**src/rtl/core/klock_pkg.sv**
```systemverilog
// Shared types, register map and helpers for the keypad combination lock.
// No dependencies; imported by keypad_combination_lock, klock_monitor and the testbench.
package klock_pkg;

  // Default number of digits in one code entry
  localparam int CODE_LENGTH_DEF = 4;

  // Field widths
  localparam int KEY_W   = 4;
  localparam int MODE_W  = 3;
  localparam int TICK_W  = 7;
  localparam int FAIL_W  = 2;
  localparam int CODE_W  = 8;
  localparam int DIGIT_W = 2;

  // Configuration port
  localparam int ADDR_W = 4;
  localparam int DATA_W = 32;

  // Register indices (byte address / 4)
  localparam logic [1:0] REG_UNLOCK_CODE   = 2'd0;
  localparam logic [1:0] REG_SPLASH_TICKS  = 2'd1;
  localparam logic [1:0] REG_ENTRY_TIMEOUT = 2'd2;
  localparam logic [1:0] REG_FAIL_LIMIT    = 2'd3;

  // Register reset values
  localparam logic [CODE_W-1:0] UNLOCK_CODE_RST   = 8'd228;
  localparam logic [TICK_W-1:0] SPLASH_TICKS_RST  = 7'd100;
  localparam logic [TICK_W-1:0] ENTRY_TIMEOUT_RST = 7'd40;
  localparam logic [FAIL_W-1:0] FAIL_LIMIT_RST    = 2'd2;

  // Saturation limits
  localparam logic [TICK_W-1:0] TICK_MAX = {TICK_W{1'b1}};
  localparam logic [FAIL_W-1:0] FAIL_MAX = {FAIL_W{1'b1}};

  // Lock modes, one-hot
  typedef enum logic [5:0] {
    M_SPLASH = 6'b000001,
    M_ENTRY  = 6'b000010,
    M_CHECK  = 6'b000100,
    M_ALARM  = 6'b001000,
    M_OPEN   = 6'b010000,
    M_RESET  = 6'b100000
  } mode_t;

  // Encoded mode as presented on lock_mode
  localparam logic [MODE_W-1:0] LM_SPLASH = 3'd0;
  localparam logic [MODE_W-1:0] LM_ENTRY  = 3'd1;
  localparam logic [MODE_W-1:0] LM_CHECK  = 3'd2;
  localparam logic [MODE_W-1:0] LM_ALARM  = 3'd3;
  localparam logic [MODE_W-1:0] LM_OPEN   = 3'd4;
  localparam logic [MODE_W-1:0] LM_RESET  = 3'd5;

  function automatic logic [MODE_W-1:0] mode_code(input mode_t m);
    logic [MODE_W-1:0] c;
    case (m)
      M_SPLASH: c = LM_SPLASH;
      M_ENTRY:  c = LM_ENTRY;
      M_CHECK:  c = LM_CHECK;
      M_ALARM:  c = LM_ALARM;
      M_OPEN:   c = LM_OPEN;
      M_RESET:  c = LM_RESET;
      default:  c = LM_SPLASH;
    endcase
    return c;
  endfunction

  // Saturating tick increment
  function automatic logic [TICK_W-1:0] tick_inc(input logic [TICK_W-1:0] t);
    return (t == TICK_MAX) ? t : t + TICK_W'(1);
  endfunction

endpackage

```
**src/rtl/core/keypad_combination_lock.sv**
```systemverilog
// Keypad combination lock: mode sequencer, digit capture and code compare.
// Depends on klock_pkg.

// One transaction on the input channel is one timer tick carrying the keys
// pressed during it; each produces exactly one result transaction holding the
// lock state after that tick. The whole tick update is a single register
// stage, so a new tick is taken every cycle while the result register is free
// or being drained. Registers sit at byte addresses 0 (unlock_code), 4
// (splash_ticks), 8 (entry_timeout) and 12 (fail_limit); address bits 1:0
// are ignored. Write them only while the lock is quiet.
module keypad_combination_lock
  import klock_pkg::*;
#(
  parameter int CODE_LENGTH = CODE_LENGTH_DEF
) (
  input  logic                clk,
  input  logic                rst,
  // tick input
  input  logic                in_valid,
  output logic                in_ready,
  input  logic [KEY_W-1:0]    key_mask,
  // result output
  output logic                out_valid,
  input  logic                out_ready,
  output logic [MODE_W-1:0]   lock_mode,
  output logic [2:0]          digits_entered,
  output logic                alarm_active,
  output logic                door_relay,
  output logic [FAIL_W-1:0]   failures,
  // configuration
  input  logic                psel,
  input  logic                penable,
  input  logic                pwrite,
  input  logic [ADDR_W-1:0]   paddr,
  input  logic [DATA_W-1:0]   pwdata,
  output logic [DATA_W-1:0]   prdata,
  output logic                pready
);

  localparam int IDX_W = $clog2(CODE_LENGTH);
  localparam int CNT_W = $clog2(CODE_LENGTH + 1);

  // Configuration registers
  logic [CODE_W-1:0] unlock_code;
  logic [TICK_W-1:0] splash_ticks;
  logic [TICK_W-1:0] entry_timeout;
  logic [FAIL_W-1:0] fail_limit;

  // Lock state
  mode_t              mode, mode_next;
  logic [DIGIT_W-1:0] digit_store [CODE_LENGTH];
  logic [DIGIT_W-1:0] digit_store_next [CODE_LENGTH];
  logic [IDX_W-1:0]   digit_count, digit_count_next;
  logic [TICK_W-1:0]  tick_counter, tick_counter_next;
  logic [FAIL_W-1:0]  fail_counter, fail_counter_next;
  logic               alarm_level, alarm_level_next;
  logic               relay_level, relay_level_next;

  // Key capture results
  logic [DIGIT_W-1:0] cap_store [CODE_LENGTH];
  logic [CNT_W-1:0]   cap_count;
  logic               cap_taken;
  logic               stored_match, cap_match;
  logic [TICK_W-1:0]  tick_up;

  logic in_accept;
  logic cfg_write;

  assign pready    = 1'b1;
  assign cfg_write = psel & penable & pwrite & pready;
  assign in_ready  = !out_valid || out_ready;
  assign in_accept = in_valid && in_ready;

  // Register writes
  always_ff @(posedge clk) begin
    if (rst) begin
      unlock_code   <= UNLOCK_CODE_RST;
      splash_ticks  <= SPLASH_TICKS_RST;
      entry_timeout <= ENTRY_TIMEOUT_RST;
      fail_limit    <= FAIL_LIMIT_RST;
    end else if (cfg_write) begin
      case (paddr[3:2])
        REG_UNLOCK_CODE:   unlock_code   <= pwdata[CODE_W-1:0];
        REG_SPLASH_TICKS:  splash_ticks  <= pwdata[TICK_W-1:0];
        REG_ENTRY_TIMEOUT: entry_timeout <= pwdata[TICK_W-1:0];
        REG_FAIL_LIMIT:    fail_limit    <= pwdata[FAIL_W-1:0];
        default: ;
      endcase
    end
  end

  // Register reads
  always_comb begin
    case (paddr[3:2])
      REG_UNLOCK_CODE:   prdata = DATA_W'(unlock_code);
      REG_SPLASH_TICKS:  prdata = DATA_W'(splash_ticks);
      REG_ENTRY_TIMEOUT: prdata = DATA_W'(entry_timeout);
      REG_FAIL_LIMIT:    prdata = DATA_W'(fail_limit);
      default:           prdata = '0;
    endcase
  end

  // Key capture: keys taken in key order while the entry is not full
  always_comb begin
    cap_store = digit_store;
    cap_count = CNT_W'(digit_count);
    cap_taken = 1'b0;
    for (int k = 0; k < KEY_W; k++) begin
      if (key_mask[k] && (cap_count < CNT_W'(CODE_LENGTH))) begin
        cap_store[cap_count[IDX_W-1:0]] = DIGIT_W'(k);
        cap_count = cap_count + CNT_W'(1);
        cap_taken = 1'b1;
      end
    end
  end

  // Code compare, code digit i from unlock_code digit i mod 4
  always_comb begin
    stored_match = 1'b1;
    cap_match    = 1'b1;
    for (int i = 0; i < CODE_LENGTH; i++) begin
      if (digit_store[i] != unlock_code[2*(i & 3) +: DIGIT_W]) stored_match = 1'b0;
      if (cap_store[i] != unlock_code[2*(i & 3) +: DIGIT_W])   cap_match = 1'b0;
    end
  end

  assign tick_up = tick_inc(cap_taken ? '0 : tick_counter);

  // Tick update
  always_comb begin
    mode_next         = mode;
    digit_store_next  = digit_store;
    digit_count_next  = digit_count;
    tick_counter_next = tick_counter;
    fail_counter_next = fail_counter;
    alarm_level_next  = alarm_level;
    relay_level_next  = relay_level;
    case (mode)
      M_SPLASH: begin
        tick_counter_next = tick_inc(tick_counter);
        if (tick_counter_next >= splash_ticks) mode_next = M_ENTRY;
      end
      M_ENTRY: begin
        digit_store_next  = cap_store;
        digit_count_next  = cap_count[IDX_W-1:0];
        tick_counter_next = tick_up;
        // partial entry left idle too long
        if (tick_up > entry_timeout && cap_count != '0) begin
          tick_counter_next = '0;
          digit_count_next  = '0;
          mode_next         = M_ALARM;
        end
        if (cap_count == CNT_W'(CODE_LENGTH)) begin
          digit_count_next  = '0;
          tick_counter_next = '0;
          mode_next         = M_CHECK;
        end
      end
      M_CHECK: begin
        if (stored_match) begin
          mode_next         = M_OPEN;
          fail_counter_next = '0;
        end else begin
          fail_counter_next = (fail_counter == FAIL_MAX) ? fail_counter
                                                         : fail_counter + FAIL_W'(1);
          mode_next = (fail_counter_next > fail_limit) ? M_ALARM : M_ENTRY;
        end
      end
      M_ALARM: begin
        alarm_level_next = 1'b1;
        mode_next        = M_RESET;
      end
      M_OPEN: begin
        relay_level_next = !relay_level;
        mode_next        = M_ENTRY;
      end
      M_RESET: begin
        digit_store_next  = cap_store;
        digit_count_next  = cap_count[IDX_W-1:0];
        tick_counter_next = cap_taken ? '0 : tick_counter;
        if (cap_count == CNT_W'(CODE_LENGTH)) begin
          digit_count_next = '0;
          if (cap_match) begin
            alarm_level_next  = 1'b0;
            mode_next         = M_ENTRY;
            fail_counter_next = '0;
          end
        end
      end
      default: ;
    endcase
  end

  // State registers
  always_ff @(posedge clk) begin
    if (rst) begin
      mode         <= M_SPLASH;
      digit_count  <= '0;
      tick_counter <= '0;
      fail_counter <= '0;
      alarm_level  <= 1'b0;
      relay_level  <= 1'b0;
      for (int i = 0; i < CODE_LENGTH; i++) digit_store[i] <= '0;
    end else if (in_accept) begin
      mode         <= mode_next;
      digit_store  <= digit_store_next;
      digit_count  <= digit_count_next;
      tick_counter <= tick_counter_next;
      fail_counter <= fail_counter_next;
      alarm_level  <= alarm_level_next;
      relay_level  <= relay_level_next;
    end
  end

  // Result register
  always_ff @(posedge clk) begin
    if (rst) begin
      out_valid <= 1'b0;
    end else if (in_accept) begin
      out_valid <= 1'b1;
    end else if (out_ready) begin
      out_valid <= 1'b0;
    end
  end

  always_ff @(posedge clk) begin
    if (in_accept) begin
      lock_mode      <= mode_code(mode_next);
      digits_entered <= 3'(digit_count_next);
      alarm_active   <= alarm_level_next;
      door_relay     <= relay_level_next;
      failures       <= fail_counter_next;
    end
  end

  // Alarm is raised exactly while waiting for the reset code
  a_alarm_mode: assert property (@(posedge clk) disable iff (rst)
    alarm_level == (mode == M_RESET))
    else $error("alarm level out of step with mode");

  // No digits held in the transient modes
  a_count_clear: assert property (@(posedge clk) disable iff (rst)
    (mode == M_CHECK || mode == M_ALARM || mode == M_OPEN) |-> digit_count == '0)
    else $error("digits held outside entry");

  // Relay only moves on a tick taken in open mode
  a_relay_hold: assert property (@(posedge clk) disable iff (rst)
    !(in_accept && mode == M_OPEN) |=> $stable(relay_level))
    else $error("relay changed outside open mode");

  // Every accepted tick leaves a result pending
  a_result: assert property (@(posedge clk) disable iff (rst)
    in_accept |=> out_valid)
    else $error("accepted tick without result");

endmodule

```
**config.mk**
```make
export PLATFORM = sky130hd
export DESIGN_NAME = keypad_combination_lock
export DESIGN_NICKNAME = d
export VERILOG_FILES = /design/src/rtl/core/klock_pkg.sv /design/src/rtl/core/keypad_combination_lock.sv
export SDC_FILE = /design/constraint.sdc
export NUM_CORES = 1
export LEC_CHECK = 0
export ABC_CLOCK_PERIOD_IN_PS = 6800
export BUFFER_PORTS_ARGS = -buffer_cell sky130_fd_sc_hd__buf_2
export CORE_ASPECT_RATIO = 0.9
export CORE_MARGIN = 5
export CORE_UTILIZATION = 62
export CTS_BUF_LIST = sky130_fd_sc_hd__clkbuf_4 sky130_fd_sc_hd__clkbuf_8
export DETAILED_ROUTE_END_ITERATION = 16
export MAX_ROUTING_LAYER = met4
export PLACE_DENSITY = 0.95
export SYNTH_ARGS = -nofsm -noshare
export SYNTH_HDL_FRONTEND = slang
export SYNTH_SLANG_ARGS = --single-unit
```
**constraint.sdc**
```tcl
create_clock -name clk -period 6.8 [get_ports clk]
set_clock_uncertainty 0.05 [all_clocks]
set_input_delay 1.36 -clock clk [delete_from_list [all_inputs] [get_ports clk]]
set_output_delay 1.36 -clock clk [all_outputs]
set_load 0.05 [all_outputs]
```
* Word level (Yosys, flattened, before mapping)
Cells that the tools add are included.
** Word-level totals
- RAM bits :: 0
- Register bits :: 61
- Bits in latches :: 0
- Memory bits (read-only) :: 0
- Word-level logic and storage cells :: 164
- Memories kept :: 0
** Cells by class
- Equality and inequality tests :: 26
- Add/sub/neg operators :: 7
- Muxes and demuxes :: 59
- Bitwise logic cells :: 15
- $lt $le $gt $ge :: 14
- Reduce and logical (&&, ||, !) cells :: 23
- Div/mod/pow operators :: 0
- $mul :: 0
- Shifts and indexed selects :: 0
** Operator list (count)
- $pmux W32 S4 :: 1
- $pmux W6 S6 :: 1
- $mux W7 :: 5
- $mux W8 :: 4
- $mux W6 :: 5
- $mux W2 :: 11
- $pmux W7 S3 :: 1
- $mux W1 :: 17
- $demux W2 S2 :: 4
- $ne A2 B2 Y1 :: 8
- $pmux W3 S5 :: 1
- $add A7 B1 Y7 const B :: 2
- $eq A7 B7 Y1 const B :: 2
- $eq A6 B2 Y1 const B :: 2
- $eq A6 B3 Y1 const B :: 2
- $eq A6 B4 Y1 const B :: 2
- $eq A6 B5 Y1 const B :: 2
- $eq A6 B6 Y1 const B :: 2
- $ge A3 B3 Y1 const B :: 4
- $lt A3 B1 Y1 const B :: 4
- $mux W3 :: 4
- $not A2 Y3 :: 4
- $reduce_and A2 Y1 :: 6
- $add A3 B1 Y3 const B :: 3
- other kinds (28) :: 47

* Logic depth before layout (Yosys ltp)
- Depth after elaboration :: 25
- Depth in mapped cells :: 21
- Depth with buffers taken out :: 20

* Least setup slack after synthesis
OpenSTA, ideal clock, no wires.
- Path type :: input to register
- Start point :: input key_mask[1]
- End point :: register lock_mode[2], data pin
- Path slack :: 1.830 ns
- Arrival :: 4.648 ns
- Cell stages on the path :: 17
- Setup time :: 0.271 ns
- Buffers on the path :: 1
- Cells stage by stage :: clkbuf_1 -> nor4_1 -> and2_1 -> ha_1 -> and3_1 -> and3_1 -> nand3_1 -> mux2_2 -> ha_1 -> nor2b_1 -> o211ai_1 -> a21oi_1 -> o22ai_1 -> o21ai_2 -> a31oi_1 -> xor2_1 -> nor4_2
** On the way
- Word-level cells in the longest chain between the ends :: 22
- Elaborated cells on any way between the ends :: 59
** RTL lines
- from (decl) :: RTL line keypad_combination_lock.sv:21 : input logic [KEY_W-1:0] key_mask,
- $logic_and A1 B1 Y1 * :: RTL line keypad_combination_lock.sv:109 : if (key_mask[k] && (cap_count < CNT_W'(CODE_LENGTH))) begin
- branches (longest 18 deep; another with $add A7 B1 Y7)
- $pmux W6 S6 * :: RTL line keypad_combination_lock.sv:138 : case (mode)
- $eq A6 B6 Y1 (tied with other cells) :: RTL line klock_pkg.sv:56 : case (m)
- $pmux W3 S5 * :: RTL line klock_pkg.sv:56
- to (signal assigned) :: RTL line keypad_combination_lock.sv:228 : lock_mode <= mode_code(mode_next);
- to (decl) :: RTL line keypad_combination_lock.sv:25 : output logic [MODE_W-1:0] lock_mode,
Mark *: on every way between the ends.
A chain may end at the register's enable or synchronous reset.

* Worst setup path after layout
- Start point :: input key_mask[0]
- End point :: register lock_mode[2], data pin
** On the way
- Word-level cells in the longest chain between the ends :: 24
- Elaborated cells on any way between the ends :: 73
** RTL lines (RTL line)
- branches (longest 21 deep; another with $add A7 B1 Y7)
- $pmux W6 S6 * :: keypad_combination_lock.sv:138
- $eq A6 B6 Y1 (tied with other cells) :: klock_pkg.sv:56
- $pmux W3 S5 * :: klock_pkg.sv:56
Marks and branches as above.

==> impl_results.md <==
- Vias in the first global route: about 4200
- Effective utilization at floorplan: a little over three fifths
- DP Wirelength: about 8.7 mm
- Buf/Inv on CP: 1
- Post-Syn Area: between 4000 and 5000 µm²
- CTS root buffer: clkbuf_8
- Critical Path Start: key_mask[0]
- I/O Pins: 92
- Number of diodes: 0
- Commonest non-fill, non-tap cells in the layout: nor2_1 (79), dfxtp_1 (52), nand2_1 (49)
- Core footprint: 7470 µm²
- Post-CTS setup buffer count: 0
- Fmax: 0.1810 GHz
- Final Setup Violations: 0
- Buffers on Ports: 39
- IR Drop Worst-Case VDD: 156.8 µV
- H-tree levels: 3
- Remaining antenna violation count: 0
- Global-route wire length before repair: 18.98 mm
- Final nets: 688
- Clock tree buffer depth: 2
- Post-CTS Resized: 0
- Mean routed wirelength per cell: 16.66 µm
- Filler cell count: 603
- Die height: between 90 and 100 µm
- Number of vias per cell: between 6 and 7
- Final Hold Vio Count: 0
- Synth Area per Inst: between 8 and 9 µm²
- FF+latch count, synth: 61
- Multi-input logic area: 3075 µm²
- Post-synthesis xor/xnor area fraction: 5.037%
- Hold buffers post-CTS: 0
- Grt ovf: 0
- DIE AREA: 9414 µm²
- Iter 0 DRT Violations: 442
- Asr flop ratio synth: 0%
- CP required: 6.85 ns
- Arr. time, crit path: between 5 and 6 ns
- Hold crit path type: register to register
- Reg area: 1311 µm²
- Period utilization: 81.27%
- Crit end category: register
- HP Start: alarm_level
- Post-synthesis adder-cell area fraction: 9.062%
- Clock Sinks: 61
- Synth Flop Type: dfxtp_1
- Commonest non-fill, non-tap cell in the layout: nor2_1
- Max Cap Viol: 0
- Worst skew pair latency: 0.36 ns
- GRT Total Usage: 25.86%
- CTS Buf Count: 9
- Pin count of the biggest net entering global routing: 53
- DRC violations left: 0
- Outcome: finished, final reports clean
- Setup TNS: 0 ns
- Total number of vias: 4325
- RSZ-0062 raised after global routing: no
- Mux contribution to synthesized area: approximately 5.3%
- Critical path startpoint category: primary input
- Gpl congestion: 0.9102
- Compound-Gate Fraction of Synth Area: 20.60%
- Area Overhead vs Synth: 6.210%
- Layout cells sized above 1: about an eighth
- Max-slew violations: 0
- Post-layout minimum cycle time: 5.526 ns
- CP max stage delay: about 0.78 ns
- CTS tree: built
- Post-synth cell types: 68
- Clk slew on worst S/H paths: 0.07 ns
- Slew margin rel.: around 33%
- Cell row count: 30
- Drt total wl: 11.80 mm
- Largest family of logic cells by synthesized area: simple AND/OR/NAND/NOR gates
- CP Class: primary input to register
- LEAKAGE: 2.138 nW
- Warnings, synthesis: 0
- Critical path cell sequence: buf_2 > nor4_1 > and2_1 > ha_1 > and3_1 > and3_1 > nand3_1 > mux2_2 > ha_1 > nor2b_1 > o211ai_1 > a21oi_1 > o22ai_1 > o21ai_2 > a31oi_1 > xor2_1 > nor4_2
- Die X: 101.7 µm
- Sequential-to-total area share from yosys stat: 27.93%
- Initial antenna violation count: 0
- Kind of cell with the highest combined delay on the critical path: simple AND/OR/NAND/NOR gates
- Synthesized-area fraction occupied by and/or/nand/nor cells: approximately a quarter
- Power Density: 184.1 nW/µm²
- Critical-path maximum fanout: 15
- EDFF count, synth: 9
- First-pass iteration count of the detailed router: 7
- Synth Instances: around 580
- Worst slew pin tran: 0.9977 ns
- Worst path slowest cell: nor4_1
- Critical R2R Launch: digit_count[0]
- Post-layout util: around two thirds
[report_power, final]
part | total [mW] | switching (mW) | internal (mW)
Sequential | 0.399 | 0.0191 | 0.380
Combinational | 0.228 | 0.158 | 0.0699
Clock | 0.291 | 0.158 | 0.133
Total | 0.918 | 0.335 | 0.582
[metal layers]
| layer | routed length [µm] | track usage (%) |
|---|---|---|
| met1 | 5003 | 32.18 |
| met2 | 5608 | 41.34 |
| met3 | 842 | 4.669 |
| met4 | 344 | 10.52 |
| met5 | 0 | - |
[flip-flops by register name, summed over array words and instances (netlist names)]
signal	cells
fail_limit	2
fail_counter	2
mode	6
digit_count	2
lock_mode	3
digits_entered	2
relay_level	1
splash_ticks	7
out_valid	1
alarm_level	1
door_relay	1
failures	2
digit_store	8
entry_timeout	7
tick_counter	7
alarm_active	1
unlock_code	8
[worst reg2reg max path: stages (launching register included)]
cell and delay [ns]:
dfxtp_1 0.56, inv_1 0.17, ha_1 0.31, nand2_1 0.08
o21ai_0 0.21, ha_1 0.32, a22oi_1 0.66, nand2_1 0.16
o21ai_0 0.40, ha_1 0.25, a21o_1 0.11, a22oi_1 0.06
a21oi_1 0.24, xor2_1 0.11, nor4_1 0.45, nand4_4 0.23
a21oi_4 0.24, xor2_1 0.19, nor4_2 0.05
[layout make-up]
type / instances / share of cell area [%]
flip-flops and latches: 61 / 26.30
clock buffers: 9 / 2.484
repair buffers: 40 / 4.065
multi-input cells: 468 / 61.68
clock inverters: 7 / 1.029
well taps: 96 / 2.409
inverters: 27 / 2.033
[cells in the mapped netlist, drive strengths merged (4+ instances only)]
cell    number  area share [%]
o22ai        5            0.80
nor2b       14             1.9
nand3       17             2.0
clkbuf      19             1.5
o21ai       31             3.4
nor4         6             1.1
ha          34             9.1
inv         27             2.2
xnor2       14             2.6
nor2        79             6.3
mux2i       18             3.8
o21a         4            0.67
a21o        10             1.6
nand2       49             3.9
or3          6             1.0
and3        11             1.5
dfxtp       52              22
nor3        13             1.4
nand2b       7            0.93
a22oi        4            0.64
nand4        5            0.99
a211o       10             1.9
a32oi        6             1.5
xor2        13             2.4
buf         32             4.8
and2         4            0.53
a211oi       8             1.3
edfxtp       9             5.8
a21oi       35             4.0
[through the flow]
step | instance area, µm² | hold WS [ns] | cells | setup slack (ns) | power [mW]
2_1_floorplan | 4785 | 0.4128 | 607 | 1.830 | 0.5945
3_3_place_gp | 4811 | 0.4280 | 692 | 1.141 | 0.6199
3_5_place_dp | 4811 | 0.4451 | 692 | 1.034 | 0.6291
4_1_cts | 4986 | 0.4555 | 708 | 1.397 | 0.9177
5_1_grt | 4986 | 0.4733 | 708 | 1.066 | 0.9563
6_report | 4986 | 0.4575 | 708 | 1.274 | 0.9177
[cell families (layout without fill, tap and decap cells)]
logic type | count (synthesis) | count (layout)
xor+xnor | 27 | 27
simple gates | 223 | 223
fa+ha+maj | 34 | 34
buf+inv | 78 | 83
other cells | 2 | 26
flops | 61 | 61
compound gates | 136 | 136
mux | 22 | 22
[path summary, 6_finish.rpt]
kind | end | slack, ns | cells past startpoint
worst max-delay path | lock_mode[2] | 1.27 | 17
worst min-delay path | alarm_level | 0.46 | 2
worst max register to register | lock_mode[2] | 1.68 | 18
worst min register to register | alarm_level | 0.46 | 2
Power figures use the tool's default switching activity.
